===== config.mk =====
export PLATFORM = sky130hd
export DESIGN_NAME = midi_binding_learn_router
export DESIGN_NICKNAME = d
export VERILOG_FILES = /design/src/rtl/core/mblr_pkg.sv /design/src/rtl/core/mblr_slot_ram.sv /design/src/rtl/core/mblr_nrpn.sv /design/src/rtl/core/mblr_seq.sv /design/src/rtl/core/midi_binding_learn_router.sv
export SDC_FILE = /design/constraint.sdc
export NUM_CORES = 1
export LEC_CHECK = 0
export BUFFER_PORTS_ARGS = -buffer_cell sky130_fd_sc_hd__buf_2
export CORE_UTILIZATION = 55
export DETAILED_ROUTE_END_ITERATION = 12
export PLACE_DENSITY = 0.75
export RECOVER_POWER = 50
export SLEW_MARGIN = 20
export SYNTH_ARGS = -nofsm -noshare
export SYNTH_HDL_FRONTEND = slang
export SYNTH_SLANG_ARGS = --single-unit

===== constraint.sdc =====
create_clock -name aclk -period 4.8 [get_ports aclk]
set_input_delay 0.48 -clock aclk [delete_from_list [all_inputs] [get_ports aclk]]
set_output_delay 0.48 -clock aclk [all_outputs]
set_load 0.05 [all_outputs]

===== src/rtl/core/mblr_pkg.sv =====
// ----------------------------------------------------------------------------
// mblr_pkg
// Shared types, codes and constants of the MIDI binding learn router.
// ----------------------------------------------------------------------------
package mblr_pkg;

    localparam int NUM_SLOTS_DEF = 16;
    localparam int MAX_RESULTS   = 16;
    localparam int RES_CNT_W     = $clog2(MAX_RESULTS + 1);

    localparam int REQ_W     = 2;
    localparam int CHAN_W    = 4;
    localparam int CTRL_W    = 7;
    localparam int TSLOT_W   = 4;
    localparam int VAL14_W   = 14;
    localparam int CC_KEY_W  = CHAN_W + CTRL_W;
    localparam int LP_W      = 5;
    localparam int KIND_W    = 3;
    localparam int CFG_IDX_W = 2;

    // request codes
    localparam logic [REQ_W-1:0] REQ_EVENT = 2'd0;
    localparam logic [REQ_W-1:0] REQ_ARM   = 2'd1;
    localparam logic [REQ_W-1:0] REQ_CLEAR = 2'd2;

    // result kinds
    localparam logic [KIND_W-1:0] KIND_NONE    = 3'd0;
    localparam logic [KIND_W-1:0] KIND_CC      = 3'd1;
    localparam logic [KIND_W-1:0] KIND_NRPN    = 3'd2;
    localparam logic [KIND_W-1:0] KIND_LEARNED = 3'd3;
    localparam logic [KIND_W-1:0] KIND_ACK     = 3'd4;

    // register indexes
    localparam logic [CFG_IDX_W-1:0] CFG_SEL_HIGH   = 2'd0;
    localparam logic [CFG_IDX_W-1:0] CFG_SEL_LOW    = 2'd1;
    localparam logic [CFG_IDX_W-1:0] CFG_ENTRY_HIGH = 2'd2;
    localparam logic [CFG_IDX_W-1:0] CFG_ENTRY_LOW  = 2'd3;

    localparam logic [CTRL_W-1:0] SEL_HIGH_RST   = 7'd99;
    localparam logic [CTRL_W-1:0] SEL_LOW_RST    = 7'd98;
    localparam logic [CTRL_W-1:0] ENTRY_HIGH_RST = 7'd6;
    localparam logic [CTRL_W-1:0] ENTRY_LOW_RST  = 7'd38;

    // one entry of the slot RAM
    typedef struct packed {
        logic [LP_W-1:0]     lp;
        logic [CC_KEY_W-1:0] cc_key;
        logic [VAL14_W-1:0]  nrpn_key;
    } slot_word_t;

    // per-field write enables of the slot RAM
    typedef struct packed {
        logic lp;
        logic cc_key;
        logic nrpn_key;
    } slot_wmask_t;

    // decode of a controller event against the NRPN state
    typedef struct packed {
        logic               is_nrpn;
        logic               complete;
        logic [VAL14_W-1:0] key;
        logic [VAL14_W-1:0] dval;
    } nrpn_dec_t;

    typedef struct packed {
        logic [TSLOT_W-1:0] slot_index;
        logic [VAL14_W-1:0] slot_value;
        logic               value_is_14bit;
        logic [KIND_W-1:0]  event_kind;
        logic               handled;
        logic               last_result;
    } result_t;

endpackage


===== src/rtl/core/mblr_slot_ram.sv =====
// ----------------------------------------------------------------------------
// mblr_slot_ram
// Per-slot RAM: learn position, CC key and NRPN key, with field write enables.
// ----------------------------------------------------------------------------
module mblr_slot_ram #(
    parameter int NUM_SLOTS = mblr_pkg::NUM_SLOTS_DEF,
    parameter int SLOT_W    = (NUM_SLOTS > 1) ? $clog2(NUM_SLOTS) : 1
) (
    input  logic                 aclk,
    input  logic                 wr_en,
    input  mblr_pkg::slot_wmask_t wr_mask,
    input  logic [SLOT_W-1:0]    wr_addr,
    input  mblr_pkg::slot_word_t wr_data,
    input  logic                 rd_en,
    input  logic [SLOT_W-1:0]    rd_addr,
    output mblr_pkg::slot_word_t rd_data
);

    mblr_pkg::slot_word_t mem [NUM_SLOTS];
    mblr_pkg::slot_word_t rd_data_reg;

    always_ff @(posedge aclk) begin
        if (wr_en) begin
            if (wr_mask.lp) begin
                mem[wr_addr].lp <= wr_data.lp;
            end
            if (wr_mask.cc_key) begin
                mem[wr_addr].cc_key <= wr_data.cc_key;
            end
            if (wr_mask.nrpn_key) begin
                mem[wr_addr].nrpn_key <= wr_data.nrpn_key;
            end
        end
    end

    always_ff @(posedge aclk) begin
        if (rd_en) begin
            rd_data_reg <= mem[rd_addr];
        end
    end

    assign rd_data = rd_data_reg;

endmodule


===== src/rtl/core/mblr_nrpn.sv =====
// ----------------------------------------------------------------------------
// mblr_nrpn
// NRPN controller registers and parameter/data byte tracking.
// ----------------------------------------------------------------------------
module mblr_nrpn (
    input  logic                               aclk,
    input  logic                               aresetn,
    input  logic                               cfg_we,
    input  logic [mblr_pkg::CFG_IDX_W-1:0]     cfg_index,
    input  logic [mblr_pkg::CTRL_W-1:0]        cfg_data,
    input  logic                               ev_accept,
    input  logic [mblr_pkg::CHAN_W-1:0]        midi_channel,
    input  logic [mblr_pkg::CTRL_W-1:0]        controller_number,
    input  logic [mblr_pkg::CTRL_W-1:0]        controller_value,
    output mblr_pkg::nrpn_dec_t                dec
);

    logic [mblr_pkg::CTRL_W-1:0] sel_hi_reg, sel_lo_reg, ent_hi_reg, ent_lo_reg;

    logic                        ph_v_reg, pl_v_reg, dh_v_reg, dl_v_reg;
    logic                        ph_v_next, pl_v_next, dh_v_next, dl_v_next;
    logic [mblr_pkg::CTRL_W-1:0] ph_reg, pl_reg, dh_reg, dl_reg;
    logic [mblr_pkg::CTRL_W-1:0] ph_next, pl_next, dh_next, dl_next;
    logic                        is_nrpn;
    logic                        params_ok;

    always_comb begin
        ph_v_next = ph_v_reg;
        pl_v_next = pl_v_reg;
        dh_v_next = dh_v_reg;
        dl_v_next = dl_v_reg;
        ph_next   = ph_reg;
        pl_next   = pl_reg;
        dh_next   = dh_reg;
        dl_next   = dl_reg;
        is_nrpn   = 1'b1;
        params_ok = ph_v_reg && pl_v_reg;
        // equal register values: select high wins, then select low, entry high, entry low
        if (controller_number == sel_hi_reg) begin
            ph_v_next = 1'b1;
            ph_next   = controller_value;
            dh_v_next = 1'b0;
            dl_v_next = 1'b0;
        end else if (controller_number == sel_lo_reg) begin
            pl_v_next = 1'b1;
            pl_next   = controller_value;
            dh_v_next = 1'b0;
            dl_v_next = 1'b0;
        end else if (controller_number == ent_hi_reg) begin
            if (params_ok) begin
                dh_v_next = 1'b1;
                dh_next   = controller_value;
            end
        end else if (controller_number == ent_lo_reg) begin
            if (params_ok) begin
                dl_v_next = 1'b1;
                dl_next   = controller_value;
            end
        end else begin
            is_nrpn = 1'b0;
        end
    end

    always_comb begin
        dec.is_nrpn  = is_nrpn;
        dec.complete = is_nrpn ? (ph_v_next && pl_v_next && dh_v_next && dl_v_next) : 1'b1;
        dec.key      = is_nrpn ? {ph_next, pl_next}
                               : mblr_pkg::VAL14_W'({midi_channel, controller_number});
        dec.dval     = {dh_next, dl_next};
    end

    always_ff @(posedge aclk) begin
        if (!aresetn) begin
            sel_hi_reg <= mblr_pkg::SEL_HIGH_RST;
            sel_lo_reg <= mblr_pkg::SEL_LOW_RST;
            ent_hi_reg <= mblr_pkg::ENTRY_HIGH_RST;
            ent_lo_reg <= mblr_pkg::ENTRY_LOW_RST;
            ph_v_reg   <= 1'b0;
            pl_v_reg   <= 1'b0;
            dh_v_reg   <= 1'b0;
            dl_v_reg   <= 1'b0;
        end else begin
            if (cfg_we) begin
                case (cfg_index)
                    mblr_pkg::CFG_SEL_HIGH:   sel_hi_reg <= cfg_data;
                    mblr_pkg::CFG_SEL_LOW:    sel_lo_reg <= cfg_data;
                    mblr_pkg::CFG_ENTRY_HIGH: ent_hi_reg <= cfg_data;
                    mblr_pkg::CFG_ENTRY_LOW:  ent_lo_reg <= cfg_data;
                    default: ;
                endcase
            end
            if (ev_accept) begin
                ph_v_reg <= ph_v_next;
                pl_v_reg <= pl_v_next;
                dh_v_reg <= dh_v_next;
                dl_v_reg <= dl_v_next;
            end
        end
    end

    always_ff @(posedge aclk) begin
        if (ev_accept) begin
            ph_reg <= ph_next;
            pl_reg <= pl_next;
            dh_reg <= dh_next;
            dl_reg <= dl_next;
        end
    end

endmodule


===== src/rtl/core/mblr_seq.sv =====
// ----------------------------------------------------------------------------
// mblr_seq
// Item sequencer: slot table scan, learn queue upkeep and result staging.
// ----------------------------------------------------------------------------
module mblr_seq #(
    parameter int NUM_SLOTS = mblr_pkg::NUM_SLOTS_DEF
) (
    input  logic                          aclk,
    input  logic                          aresetn,
    input  logic                          s_valid,
    output logic                          s_ready,
    input  logic [mblr_pkg::REQ_W-1:0]    req_type,
    input  logic [mblr_pkg::CTRL_W-1:0]   controller_value,
    input  logic [mblr_pkg::TSLOT_W-1:0]  target_slot,
    input  mblr_pkg::nrpn_dec_t           dec,
    output logic                          ev_accept,
    output logic                          m_valid,
    input  logic                          m_ready,
    output mblr_pkg::result_t             m_result
);

    localparam int SLOT_W = (NUM_SLOTS > 1) ? $clog2(NUM_SLOTS) : 1;
    localparam int CNT_W  = $clog2(NUM_SLOTS + 1);
    localparam logic [CNT_W-1:0] SCAN_END = CNT_W'(NUM_SLOTS);
    localparam logic [mblr_pkg::RES_CNT_W-1:0] RES_CAP =
        mblr_pkg::RES_CNT_W'(mblr_pkg::MAX_RESULTS);
    localparam logic [mblr_pkg::LP_W-1:0] LP_HEAD = mblr_pkg::LP_W'(1);

    typedef enum logic [4:0] {
        ST_IDLE   = 5'b00001,
        ST_CLR_RD = 5'b00010,
        ST_SCAN   = 5'b00100,
        ST_DROP   = 5'b01000,
        ST_EMIT   = 5'b10000
    } state_t;

    state_t                              state_reg, state_next;
    logic [mblr_pkg::LP_W-1:0]           len_reg, len_next, len_dec;
    logic [NUM_SLOTS-1:0]                cc_v_reg, cc_v_next;
    logic [NUM_SLOTS-1:0]                nrpn_v_reg, nrpn_v_next;
    logic [NUM_SLOTS-1:0]                lp_v_reg, lp_v_next;
    logic [CNT_W-1:0]                    rd_cnt_reg, rd_cnt_next;
    logic                                cmp_valid_reg, cmp_valid_next;
    logic [SLOT_W-1:0]                   cmp_idx_reg, cmp_idx_next;
    logic [mblr_pkg::RES_CNT_W-1:0]      res_cnt_reg, res_cnt_next;
    logic                                bound_reg, bound_next;
    logic                                found_reg, found_next;
    logic [SLOT_W-1:0]                   learn_idx_reg, learn_idx_next;
    logic [mblr_pkg::LP_W-1:0]           drop_pos_reg, drop_pos_next;
    logic                                is_nrpn_reg, is_nrpn_next;
    logic [mblr_pkg::VAL14_W-1:0]        key_reg, key_next;
    logic [mblr_pkg::VAL14_W-1:0]        dval_reg, dval_next;
    logic [mblr_pkg::CTRL_W-1:0]         cval_reg, cval_next;
    mblr_pkg::result_t                   pend_reg, pend_next;
    logic                                pend_valid_reg, pend_valid_next;
    mblr_pkg::result_t                   out_reg, out_next;
    logic                                out_valid_reg, out_valid_next;

    logic                  ram_wr_en;
    mblr_pkg::slot_wmask_t ram_wr_mask;
    logic [SLOT_W-1:0]     ram_wr_addr;
    mblr_pkg::slot_word_t  ram_wr_data;
    logic                  ram_rd_en;
    logic [SLOT_W-1:0]     ram_rd_addr;
    mblr_pkg::slot_word_t  word;

    logic                  accept;
    logic                  in_range;
    logic [SLOT_W-1:0]     tgt_idx;
    logic                  out_free;
    logic                  rd_more;
    logic                  match;
    logic                  emit_new;
    logic                  stall;
    logic                  push;
    mblr_pkg::result_t     push_data;

    function automatic mblr_pkg::result_t mk_result(
        input logic [mblr_pkg::TSLOT_W-1:0] slot,
        input logic [mblr_pkg::VAL14_W-1:0] value,
        input logic                         is14,
        input logic [mblr_pkg::KIND_W-1:0]  kind,
        input logic                         handled
    );
        mblr_pkg::result_t r;
        r.slot_index     = slot;
        r.slot_value     = value;
        r.value_is_14bit = is14;
        r.event_kind     = kind;
        r.handled        = handled;
        r.last_result    = 1'b0;
        return r;
    endfunction

    mblr_slot_ram #(
        .NUM_SLOTS (NUM_SLOTS),
        .SLOT_W    (SLOT_W)
    ) u_ram (
        .aclk    (aclk),
        .wr_en   (ram_wr_en),
        .wr_mask (ram_wr_mask),
        .wr_addr (ram_wr_addr),
        .wr_data (ram_wr_data),
        .rd_en   (ram_rd_en),
        .rd_addr (ram_rd_addr),
        .rd_data (word)
    );

    assign s_ready   = (state_reg == ST_IDLE);
    assign accept    = s_valid && s_ready;
    assign ev_accept = accept && (req_type == mblr_pkg::REQ_EVENT);
    assign in_range  = (32'(target_slot) < NUM_SLOTS);
    assign tgt_idx   = SLOT_W'(target_slot);
    assign out_free  = !out_valid_reg || m_ready;
    assign rd_more   = (rd_cnt_reg != SCAN_END);
    assign len_dec   = (len_reg != '0) ? len_reg - mblr_pkg::LP_W'(1) : len_reg;

    always_comb begin
        match = 1'b0;
        if (cmp_valid_reg) begin
            if (is_nrpn_reg) begin
                match = nrpn_v_reg[cmp_idx_reg] && (word.nrpn_key == key_reg);
            end else begin
                match = cc_v_reg[cmp_idx_reg] &&
                        (word.cc_key == key_reg[mblr_pkg::CC_KEY_W-1:0]);
            end
        end
        emit_new = (state_reg == ST_SCAN) && match && (res_cnt_reg != RES_CAP);
        stall    = emit_new && pend_valid_reg && !out_free;
    end

    always_comb begin
        state_next      = state_reg;
        len_next        = len_reg;
        cc_v_next       = cc_v_reg;
        nrpn_v_next     = nrpn_v_reg;
        lp_v_next       = lp_v_reg;
        rd_cnt_next     = rd_cnt_reg;
        cmp_valid_next  = cmp_valid_reg;
        cmp_idx_next    = cmp_idx_reg;
        res_cnt_next    = res_cnt_reg;
        bound_next      = bound_reg;
        found_next      = found_reg;
        learn_idx_next  = learn_idx_reg;
        drop_pos_next   = drop_pos_reg;
        is_nrpn_next    = is_nrpn_reg;
        key_next        = key_reg;
        dval_next       = dval_reg;
        cval_next       = cval_reg;
        pend_next       = pend_reg;
        pend_valid_next = pend_valid_reg;
        push            = 1'b0;
        push_data       = pend_reg;

        ram_wr_en   = 1'b0;
        ram_wr_mask = '0;
        ram_wr_addr = cmp_idx_reg;
        ram_wr_data = '0;
        ram_rd_en   = 1'b0;
        ram_rd_addr = rd_cnt_reg[SLOT_W-1:0];

        case (state_reg)
            ST_IDLE: begin
                if (accept) begin
                    pend_valid_next = 1'b1;
                    state_next      = ST_EMIT;
                    case (req_type)
                        mblr_pkg::REQ_ARM: begin
                            pend_next = mk_result(target_slot, '0, 1'b0,
                                                  mblr_pkg::KIND_ACK, 1'b0);
                            if (in_range && !lp_v_reg[tgt_idx] && !cc_v_reg[tgt_idx]) begin
                                len_next          = len_reg + mblr_pkg::LP_W'(1);
                                pend_next.handled = 1'b1;
                                // a wrapped queue length leaves the slot not learning
                                if (len_next != '0) begin
                                    lp_v_next[tgt_idx] = 1'b1;
                                    ram_wr_en          = 1'b1;
                                    ram_wr_mask.lp     = 1'b1;
                                    ram_wr_addr        = tgt_idx;
                                    ram_wr_data.lp     = len_next;
                                end
                            end
                        end
                        mblr_pkg::REQ_CLEAR: begin
                            pend_next = mk_result(target_slot, '0, 1'b0,
                                                  mblr_pkg::KIND_ACK, in_range);
                            if (in_range) begin
                                cc_v_next[tgt_idx]   = 1'b0;
                                nrpn_v_next[tgt_idx] = 1'b0;
                                if (lp_v_reg[tgt_idx]) begin
                                    lp_v_next[tgt_idx] = 1'b0;
                                    ram_rd_en          = 1'b1;
                                    ram_rd_addr        = tgt_idx;
                                    state_next         = ST_CLR_RD;
                                end
                            end
                        end
                        mblr_pkg::REQ_EVENT: begin
                            is_nrpn_next = dec.is_nrpn;
                            key_next     = dec.key;
                            dval_next    = dec.dval;
                            cval_next    = controller_value;
                            pend_next    = mk_result('0, '0, 1'b0, mblr_pkg::KIND_NONE, 1'b0);
                            if (dec.complete) begin
                                pend_valid_next = 1'b0;
                                rd_cnt_next     = '0;
                                cmp_valid_next  = 1'b0;
                                res_cnt_next    = '0;
                                bound_next      = 1'b0;
                                found_next      = 1'b0;
                                state_next      = ST_SCAN;
                            end
                        end
                        default: begin
                            pend_next = mk_result('0, '0, 1'b0, mblr_pkg::KIND_NONE, 1'b0);
                        end
                    endcase
                end
            end

            ST_CLR_RD: begin
                drop_pos_next  = word.lp;
                len_next       = len_dec;
                rd_cnt_next    = '0;
                cmp_valid_next = 1'b0;
                state_next     = ST_DROP;
            end

            ST_DROP: begin
                // close the gap in the queue: positions behind the dropped one move up
                if (rd_more) begin
                    ram_rd_en      = 1'b1;
                    rd_cnt_next    = rd_cnt_reg + CNT_W'(1);
                    cmp_valid_next = 1'b1;
                    cmp_idx_next   = rd_cnt_reg[SLOT_W-1:0];
                end else begin
                    cmp_valid_next = 1'b0;
                end
                if (cmp_valid_reg && lp_v_reg[cmp_idx_reg] && (word.lp > drop_pos_reg)) begin
                    ram_wr_en      = 1'b1;
                    ram_wr_mask.lp = 1'b1;
                    ram_wr_addr    = cmp_idx_reg;
                    ram_wr_data.lp = word.lp - mblr_pkg::LP_W'(1);
                end
                if (!rd_more && !cmp_valid_reg) begin
                    state_next = ST_EMIT;
                end
            end

            ST_SCAN: begin
                if (!stall) begin
                    if (rd_more) begin
                        ram_rd_en      = 1'b1;
                        rd_cnt_next    = rd_cnt_reg + CNT_W'(1);
                        cmp_valid_next = 1'b1;
                        cmp_idx_next   = rd_cnt_reg[SLOT_W-1:0];
                    end else begin
                        cmp_valid_next = 1'b0;
                    end
                    if (cmp_valid_reg && !found_reg && lp_v_reg[cmp_idx_reg] &&
                        (word.lp == LP_HEAD)) begin
                        found_next     = 1'b1;
                        learn_idx_next = cmp_idx_reg;
                    end
                    // hold one result back so the final one can carry last
                    if (emit_new) begin
                        if (pend_valid_reg) begin
                            push = 1'b1;
                        end
                        if (is_nrpn_reg) begin
                            pend_next = mk_result(mblr_pkg::TSLOT_W'(cmp_idx_reg), dval_reg,
                                                  1'b1, mblr_pkg::KIND_NRPN, 1'b1);
                        end else begin
                            pend_next = mk_result(mblr_pkg::TSLOT_W'(cmp_idx_reg),
                                                  mblr_pkg::VAL14_W'(cval_reg),
                                                  1'b0, mblr_pkg::KIND_CC, 1'b1);
                        end
                        pend_valid_next = 1'b1;
                        res_cnt_next    = res_cnt_reg + mblr_pkg::RES_CNT_W'(1);
                        bound_next      = 1'b1;
                    end
                    if (!rd_more && !cmp_valid_reg) begin
                        if (bound_reg) begin
                            state_next = ST_EMIT;
                        end else if (found_reg) begin
                            ram_wr_en   = 1'b1;
                            ram_wr_addr = learn_idx_reg;
                            if (is_nrpn_reg) begin
                                ram_wr_mask.nrpn_key       = 1'b1;
                                ram_wr_data.nrpn_key       = key_reg;
                                nrpn_v_next[learn_idx_reg] = 1'b1;
                            end else begin
                                ram_wr_mask.cc_key       = 1'b1;
                                ram_wr_data.cc_key       = key_reg[mblr_pkg::CC_KEY_W-1:0];
                                cc_v_next[learn_idx_reg] = 1'b1;
                            end
                            lp_v_next[learn_idx_reg] = 1'b0;
                            len_next        = len_dec;
                            drop_pos_next   = LP_HEAD;
                            rd_cnt_next     = '0;
                            cmp_valid_next  = 1'b0;
                            pend_next       = mk_result(mblr_pkg::TSLOT_W'(learn_idx_reg),
                                                        mblr_pkg::VAL14_W'(cval_reg), 1'b0,
                                                        mblr_pkg::KIND_LEARNED, 1'b0);
                            pend_valid_next = 1'b1;
                            state_next      = ST_DROP;
                        end else begin
                            pend_next       = mk_result('0, '0, 1'b0,
                                                        mblr_pkg::KIND_NONE, 1'b0);
                            pend_valid_next = 1'b1;
                            state_next      = ST_EMIT;
                        end
                    end
                end
            end

            ST_EMIT: begin
                if (out_free) begin
                    push                  = 1'b1;
                    push_data.last_result = 1'b1;
                    pend_valid_next       = 1'b0;
                    state_next            = ST_IDLE;
                end
            end

            default: begin
                state_next = ST_IDLE;
            end
        endcase

        out_next       = out_reg;
        out_valid_next = out_valid_reg;
        if (push) begin
            out_next       = push_data;
            out_valid_next = 1'b1;
        end else if (m_ready) begin
            out_valid_next = 1'b0;
        end
    end

    always_ff @(posedge aclk) begin
        if (!aresetn) begin
            state_reg      <= ST_IDLE;
            len_reg        <= '0;
            cc_v_reg       <= '0;
            nrpn_v_reg     <= '0;
            lp_v_reg       <= '0;
            rd_cnt_reg     <= '0;
            cmp_valid_reg  <= 1'b0;
            res_cnt_reg    <= '0;
            bound_reg      <= 1'b0;
            found_reg      <= 1'b0;
            pend_valid_reg <= 1'b0;
            out_valid_reg  <= 1'b0;
        end else begin
            state_reg      <= state_next;
            len_reg        <= len_next;
            cc_v_reg       <= cc_v_next;
            nrpn_v_reg     <= nrpn_v_next;
            lp_v_reg       <= lp_v_next;
            rd_cnt_reg     <= rd_cnt_next;
            cmp_valid_reg  <= cmp_valid_next;
            res_cnt_reg    <= res_cnt_next;
            bound_reg      <= bound_next;
            found_reg      <= found_next;
            pend_valid_reg <= pend_valid_next;
            out_valid_reg  <= out_valid_next;
        end
    end

    always_ff @(posedge aclk) begin
        cmp_idx_reg   <= cmp_idx_next;
        learn_idx_reg <= learn_idx_next;
        drop_pos_reg  <= drop_pos_next;
        is_nrpn_reg   <= is_nrpn_next;
        key_reg       <= key_next;
        dval_reg      <= dval_next;
        cval_reg      <= cval_next;
        pend_reg      <= pend_next;
        out_reg       <= out_next;
    end

    assign m_valid  = out_valid_reg;
    assign m_result = out_reg;

endmodule


===== src/rtl/core/midi_binding_learn_router.sv =====
// ----------------------------------------------------------------------------
// midi_binding_learn_router
// Routes MIDI controller and NRPN events to learnt automation slots.
// ----------------------------------------------------------------------------
// One item in flight at a time. Arm requests, clears of a non-learning slot,
// incomplete NRPN events and the unused request code do not walk the slot
// RAM. A controller event walks the slot RAM one slot per cycle unless the
// result output holds it back; a learn adds a second walk to renumber the
// learn queue, and a clear of a learning slot walks it for the same reason.
// The pace is set by the single read port of the slot RAM. Every item gives
// at least one result; the last one of an item has tlast set.
// ----------------------------------------------------------------------------
module midi_binding_learn_router #(
    parameter int NUM_SLOTS = mblr_pkg::NUM_SLOTS_DEF
) (
    input  logic                               aclk,
    input  logic                               aresetn,
    // configuration writes
    input  logic                               cfg_valid,
    output logic                               cfg_ready,
    input  logic [mblr_pkg::CFG_IDX_W-1:0]     cfg_index,
    input  logic [mblr_pkg::CTRL_W-1:0]        cfg_data,
    // input items
    input  logic                               s_tvalid,
    output logic                               s_tready,
    input  logic [23:0]                        s_tdata,  // midi_channel, controller_number,
                                                         // controller_value, target_slot
    input  logic [1:0]                         s_tuser,  // req_type
    // result items
    output logic                               m_tvalid,
    input  logic                               m_tready,
    output logic [23:0]                        m_tdata,  // slot_index, slot_value, handled
    output logic [3:0]                         m_tuser,  // value_is_14bit, event_kind
    output logic                               m_tlast
);

    mblr_pkg::nrpn_dec_t dec;
    mblr_pkg::result_t   res;
    logic                ev_accept;
    logic                cfg_we;

    logic [mblr_pkg::CHAN_W-1:0]  midi_channel;
    logic [mblr_pkg::CTRL_W-1:0]  controller_number;
    logic [mblr_pkg::CTRL_W-1:0]  controller_value;
    logic [mblr_pkg::TSLOT_W-1:0] target_slot;

    assign midi_channel      = s_tdata[3:0];
    assign controller_number = s_tdata[10:4];
    assign controller_value  = s_tdata[17:11];
    assign target_slot       = s_tdata[21:18];

    assign cfg_ready = 1'b1;
    assign cfg_we    = cfg_valid && cfg_ready;

    mblr_nrpn u_nrpn (
        .aclk              (aclk),
        .aresetn           (aresetn),
        .cfg_we            (cfg_we),
        .cfg_index         (cfg_index),
        .cfg_data          (cfg_data),
        .ev_accept         (ev_accept),
        .midi_channel      (midi_channel),
        .controller_number (controller_number),
        .controller_value  (controller_value),
        .dec               (dec)
    );

    mblr_seq #(
        .NUM_SLOTS (NUM_SLOTS)
    ) u_seq (
        .aclk             (aclk),
        .aresetn          (aresetn),
        .s_valid          (s_tvalid),
        .s_ready          (s_tready),
        .req_type         (s_tuser),
        .controller_value (controller_value),
        .target_slot      (target_slot),
        .dec              (dec),
        .ev_accept        (ev_accept),
        .m_valid          (m_tvalid),
        .m_ready          (m_tready),
        .m_result         (res)
    );

    assign m_tdata = {5'b0, res.handled, res.slot_value, res.slot_index};
    assign m_tuser = {res.event_kind, res.value_is_14bit};
    assign m_tlast = res.last_result;

    // one item at a time
    a_one_item: assert property (@(posedge aclk) disable iff (!aresetn)
        s_tvalid && s_tready |=> !s_tready)
        else $error("item accepted while another is in progress");

    a_none_alone: assert property (@(posedge aclk) disable iff (!aresetn)
        m_tvalid && (m_tuser[3:1] == mblr_pkg::KIND_NONE) |-> m_tlast && !m_tdata[18])
        else $error("empty result not final or flagged handled");

    a_learned_last: assert property (@(posedge aclk) disable iff (!aresetn)
        m_tvalid && (m_tuser[3:1] == mblr_pkg::KIND_LEARNED) |-> m_tlast && !m_tdata[18])
        else $error("learned result not final or flagged handled");

    a_ack_last: assert property (@(posedge aclk) disable iff (!aresetn)
        m_tvalid && (m_tuser[3:1] == mblr_pkg::KIND_ACK) |-> m_tlast && !m_tuser[0])
        else $error("request ack not final or marked 14-bit");

endmodule

==> results of run 1 <==
==> area by class of cell <==
class,instances,area (um^2),share of cell area [%]
sequential,740,21200,59.7
multi-input combinational,1323,9650,27.2
clock buffer,96,2050,5.78
timing repair buffer,148,1020,2.86
tap,756,946,2.67
clock inverter,45,543,1.53
inverter,28,105,0.296
==> cell usage in the layout, fill, tap and decap left out, types with 40 or more instances in the layout <==
cell       instances
buf_4             52
o21ai_0           94
o22ai_1          129
nand2_1          110
nor2_1           137
a21oi_1           71
nor3_1            40
clkbuf_16         78
mux2i_1          268
edfxtp_1         635
dfxtp_1          105
clkbuf_1          67
==> cells by family after synthesis <==
logic type      count (synthesis)
buf+inv                       166
flops                         740
fa+ha+maj                      17
mux                           333
xor+xnor                       65
compound gates                394
other cells                     2
simple gates                  508
==> final timing paths <==
kind	to	slack (ns)	depth (start not counted)	start
worst max-delay path	u_seq.u_ram.mem[1][26]	0.62	11	u_seq.rd_cnt_reg[0]
worst min-delay path	u_nrpn.ent_lo_reg[0]	0.14	3	cfg_data[0]
worst max register to register	u_seq.u_ram.mem[1][26]	0.62	11	u_seq.rd_cnt_reg[0]
worst min register to register	u_seq.m_result[11]	0.46	0	u_seq.pend_reg[11]
==> metrics by stage <==
| stage | hold WS [ns] | setup WS (ns) |
|---|---|---|
| after global placement | 0.442 | 0.549 |
| after global routing | 0.125 | 0.333 |
| after floorplan | 0.406 | 0.922 |
| after detailed placement | 0.446 | 0.482 |
| final | 0.136 | 0.617 |
| after CTS | 0.0792 | 0.754 |
==> synth_stat cells (10+ instances only) <==
master,count
nor4_1,14
nand2b_1,17
buf_2,15
or4_1,33
o21ai_0,94
dfxtp_1,105
mux4_2,21
ha_1,17
edfxtp_1,635
nor2_1,147
buf_6,13
nand3_1,38
a22o_1,10
nor3_1,40
and3_1,27
nand2_1,110
a31oi_1,15
xnor2_1,30
o22ai_1,129
a21oi_1,71
clkbuf_1,91
mux2_2,42
and2_1,26
mux2i_1,269
buf_4,11
inv_1,27
xor2_1,35
a41oi_1,10
nand4_1,12
==> layer usage <==
metal	track usage, %	vias to the layer above
li1	-	8746
met1	37.1	9980
met2	43.0	1016
met3	5.86	203
met4	12.6	0
met5	0	-
==> power breakdown <==
part	leakage [nW]	switching, mW	internal (mW)
logic	5.40	0.434	0.181
registers	6.72	0.0760	7.03
clock network	1.27	2.50	3.60
total	13.4	3.01	10.8
==> worst max-delay path, cell delays in order, from the launching register on <==
cell and delay, ns:
dfxtp_1 0.31, inv_1 0.29, ha_1 0.24, nand4bb_1 0.23, o311ai_0 0.79, o21ai_0 0.24
a22o_1 0.24, a311oi_1 0.27, buf_4 0.24, a21bo_1 0.27, or2_1 0.27, nor2_1 0.41
==> results.toml, run 1 <==
[run_status]
outcome = "complete, but fails checks"
violations = "capacitance limit, slew limit"

[sta]
final-setup-viol-count = 0
maxSlewViolCount = 102
rsz0062_at_grt = "no"
worst_pin_slew_ns = 3.01
finalCritPeriodShare_pct = 87.1
fmax_ghz = 0.239
slew_headroom_pct = -101
timing.setup.tns_ns = 0
hold_violations = 0
fin_skew_ns = 0.0242
post-route-min-period_ns = 4.18

[yosys]
async_flop_share_pct = 0
synth_xor_xnor_area_share_pct = 1.81
syn_area_per_cell_um2 = 14.1
ys_types = 70
syn_inst = 2225
synth_top_area_cell = "edfxtp_1"
muxShareOfSynthArea_pct = 11.7
synth_ff_type = "edfxtp_1"
synth_top_area_share_pct = 60.8
synthesis.area_um2 = 31400
synth-simple-area-share_pct = 8.05
ys_ff_latch = 740
synth_top_family_by_area = "multiplexers"
yosysWarnings = 0
yosys.area_share.adder_pct = 0.678
ys_top_cells_by_area = "edfxtp_1, mux2i_1, dfxtp_1"
synth_edf_count = 635
synth_compound_area_share_pct = 7.79
ys_seq_area_share_pct = 67.5

[final_layout]
nets = 2374
areaGrowthSynthToFinish_pct = 13.1
largest_reg_flops = 480
final_core_util_pct = 62.9
finalNonFillerCells = 3136
fill_cells = 4166
final_layout_size_suffix_gt1_share_pct = 12.1
antennaDiodeCount = 0
stdcell_area_um2 = 35500

[power]
irDropWorstVdd_mv = 0.341
p_leak_nw = 13.4
power_density_nw_per_um2 = 390
power_mw = 13.8

[flow_run]
max-cap-violations = 2

[cts]
clk_latency_ns = 0.63
cts-root-buf = "clkbuf_16"
clock_sinks = 740
post_cts_resized = 0
clk_pin_slew_ns = 0.06
htreeDepth = 3
cts_tree = "yes"
clock_path_buffers = 3
post-cts-setup-buffer-count = 0
cts-hold-fix-buffers = 0
cts_buffers = 76

[floorplanning]
num_rows = 87
start_util_pct = 55.6
pin_count = 72
die_h_um = 241
core_area_um2 = 56400
dieArea_um2 = 58000
die_w_um = 241

[route]
vias = 19900
wl_per_cell_um = 25.2
drt-total-wl_mm = 79.0
wl_met1_mm = 31.6
vias_per_cell = 6.36
ant_nets = 0
dr.first_iter.drc_count = 2088
dr_wl_met2_mm = 36.8
topRoutingLayerUsed = "met4"
firstDrtPassIters = 8
drc = 0
wl_met3_mm = 7.10

[global_route]
grt_start_max_net_pins = 60
antenna_found_initial = 0
grt_pass1_wl_mm = 117
gr-total-overflow = 0
grt_pass1_vias = 19300
grtUsageTotal_pct = 27.5

[min_path]
hold_path.class = "in2reg"

[critical_path]
critPathArrivalTime_ns = 4.44
critPathLaunchType = "flop"
end_kind = "flop"
critical_path_required_ns = 5.06
cp_max_fo = 12
crit_type = "reg2reg"

[placement]
dp.cells = 2994
place_congestion = 0.924
portBuffers = 63
dpl_cell_area_um2 = 33000
dp_hpwl_mm = 48.5
Note: power is estimated with default switching activity, not from simulation.
==> inputs of run 2 (changes only) <==
- ABC_AREA: not set -> 1
- PLACE_DENSITY: 0.75 -> 0.71
==> run 2 against run 1 <==
The run still ends with capacitance limit, slew limit left. Total power increased by 10%. Flip-flop and latch count unchanged. Sequential power grew 3.1%. Via count grew 25%. Worst hold slack worse by 0.096 ns. First-iteration DRC count up 22%. Non-clock buffer count up 7. Setup slack worse by 0.075 ns. Wire length rose by 5.8%. Synthesized cell count rose by 61%. Sequential share of layout area is 3.4 points lower. Highest routed layer unchanged. Global-route usage decreased by 0.44 points.
==> results.toml, run 2 <==
[run_status]
outcome = "complete, but fails checks"
violations = "capacitance limit, slew limit"

[placement]
place_congestion = 0.925
dpl_cell_area_um2 = 35200
dp_hpwl_mm = 51.3
place_ws_ns = 0.667
portBuffers = 63

[critical_path]
reg2reg_from = "u_seq.cmp_idx_reg[0]"
critPathArrivalTime_ns = 4.51
critical_path_required_ns = 5.05
critPathLaunchType = "flop"
cp_max_fo = 27
crit_type = "reg2reg"
end_kind = "flop"
crit_start = "u_seq.cmp_idx_reg[0]"

[sta]
hold_violations = 0
final_critical_path_setup_slack_ns = 0.542
slew_headroom_pct = -90.5
final-setup-viol-count = 0
post-route-min-period_ns = 4.26
fin_skew_ns = 0.0457
finalCritPeriodShare_pct = 88.7
fmax_ghz = 0.235
rsz0062_at_grt = "no"
worst_pin_slew_ns = 2.85
timing.setup.tns_ns = 0
maxSlewViolCount = 316

[cts]
cts-hold-fix-buffers = 0
clk_pin_slew_ns = 0.06
clock_sinks = 740
post-cts-setup-buffer-count = 0
cts_tree = "yes"
clk_latency_ns = 0.64
clock_path_buffers = 3
post_cts_resized = 0
htreeDepth = 3
cts-root-buf = "clkbuf_16"
cts_buffers = 78

[route]
dr.first_iter.drc_count = 2549
ant_nets = 0
firstDrtPassIters = 10
drc = 0
drt-total-wl_mm = 83.5
vias_per_cell = 5.54
wl_per_cell_um = 18.6
vias = 24900

[final_layout]
final_core_util_pct = 62.1
largest_reg_flops = 480
final_layout_size_suffix_gt1_share_pct = 7.16
nets = 3709
layout_commonest_cell = "nand2_1"
layout_common_cells = "nand2_1, edfxtp_1, inv_1, nand3_1, nor2_1"
areaGrowthSynthToFinish_pct = 11.4
stdcell_area_um2 = 37600
fill_cells = 4904
antennaDiodeCount = 0

[floorplanning]
core_area_um2 = 60600
pin_count = 72
num_rows = 90
dieArea_um2 = 62400
start_util_pct = 55.8
die_w_um = 250
die_h_um = 250

[yosys]
ys_top_cells_by_area = "edfxtp_1, nand2_1, dfxtp_1"
synth_top_area_share_pct = 56.4
synth_most_common_cell = "nand2_1"
ys_types = 41
ys_seq_area_share_pct = 62.7
synthesis.area_um2 = 33800
async_flop_share_pct = 0
ys_top_cells_by_count = "nand2_1, edfxtp_1, inv_1"
ys_ff_latch = 740
synth_top_area_cell = "edfxtp_1"
synth_ff_type = "edfxtp_1"
yosysWarnings = 0
synth_edf_count = 635
syn_inst = 3591
syn_area_per_cell_um2 = 9.41

[global_route]
antenna_found_initial = 0
grtUsageTotal_pct = 27.1
grt_start_max_net_pins = 121
gr-total-overflow = 0
grt_pass1_vias = 23600
grt_pass1_wl_mm = 131

[min_path]
hold_path.class = "in2reg"
worstHoldStart = "s_tdata[14]"

[power]
power_density_nw_per_um2 = 404
power_mw = 15.2
irDropWorstVdd_mv = 0.323
p_leak_nw = 15.6

[flow_run]
max-cap-violations = 7
## run 2: per-layer routing
metal  wire length [um]  up-vias  GRT usage [%]
met5                  0        -              0
met3               6450      192           3.84
met2              39800     1022           44.3
li1                   -    12000              -
met1              34600    11700           36.9
met4               2640        0           9.74
## run 2: final timing paths
kind,endpoint,slack (ns),cells past startpoint
setup / recovery,u_seq.u_ram.mem[1][14],0.54,12
hold / removal,u_seq.cval_reg[3],0.04,1
setup reg to reg,u_seq.u_ram.mem[1][14],0.54,12
hold reg to reg,u_seq.m_result[15],0.44,0
## run 2: cells by family after synthesis
| logic type | share of synthesized area [%] |
|---|---|
| other | 0.0222 |
| muxes | 0.0296 |
| and+or+nand+nor | 23.0 |
| adders and majority gates | 0.629 |
| buffers and inverters | 6.54 |
| xor gates and xnor gates | 1.61 |
| DFF | 62.7 |
| AOI/OAI and AO/OA | 5.52 |
## run 2: where the power goes
| group | switching (mW) | leakage, nW | internal, mW |
|---|---|---|---|
| Clock | 2.53 | 1.24 | 3.59 |
| Sequential | 0.145 | 7.52 | 7.18 |
| Combinational | 1.29 | 6.83 | 0.473 |
| Total | 3.97 | 15.6 | 11.2 |
## run 2: critical path, stage by stage (launching register included)
cell,delay [ns]
edfxtp_1,0.69
inv_1,0.50
nand2_1,0.16
nand3_1,0.08
nand3_1,0.12
nand3_1,0.17
nand2_1,0.19
o21ai_0,0.24
nand4_1,0.34
nand4_1,0.20
buf_12,0.23
nor3_1,0.24
clkbuf_1,0.69
## run 2: per-stage QoR
stage	instances	hold WS, ns
floorplan	3595	0.421
global placement	4354	0.423
detailed placement	4354	0.428
CTS	4499	0.0177
global route	4499	0.0248
finish	4499	0.0402
## run 2: area by class of cell
type / instances / area [um^2] / area share, %
inverters: 372 / 1400 / 3.72
multi-input cells: 2305 / 10500 / 27.9
well taps: 782 / 978 / 2.60
clock buffers: 99 / 2080 / 5.53
clock inverters: 46 / 541 / 1.44
repair buffers: 155 / 943 / 2.51
flip-flops and latches: 740 / 21200 / 56.3
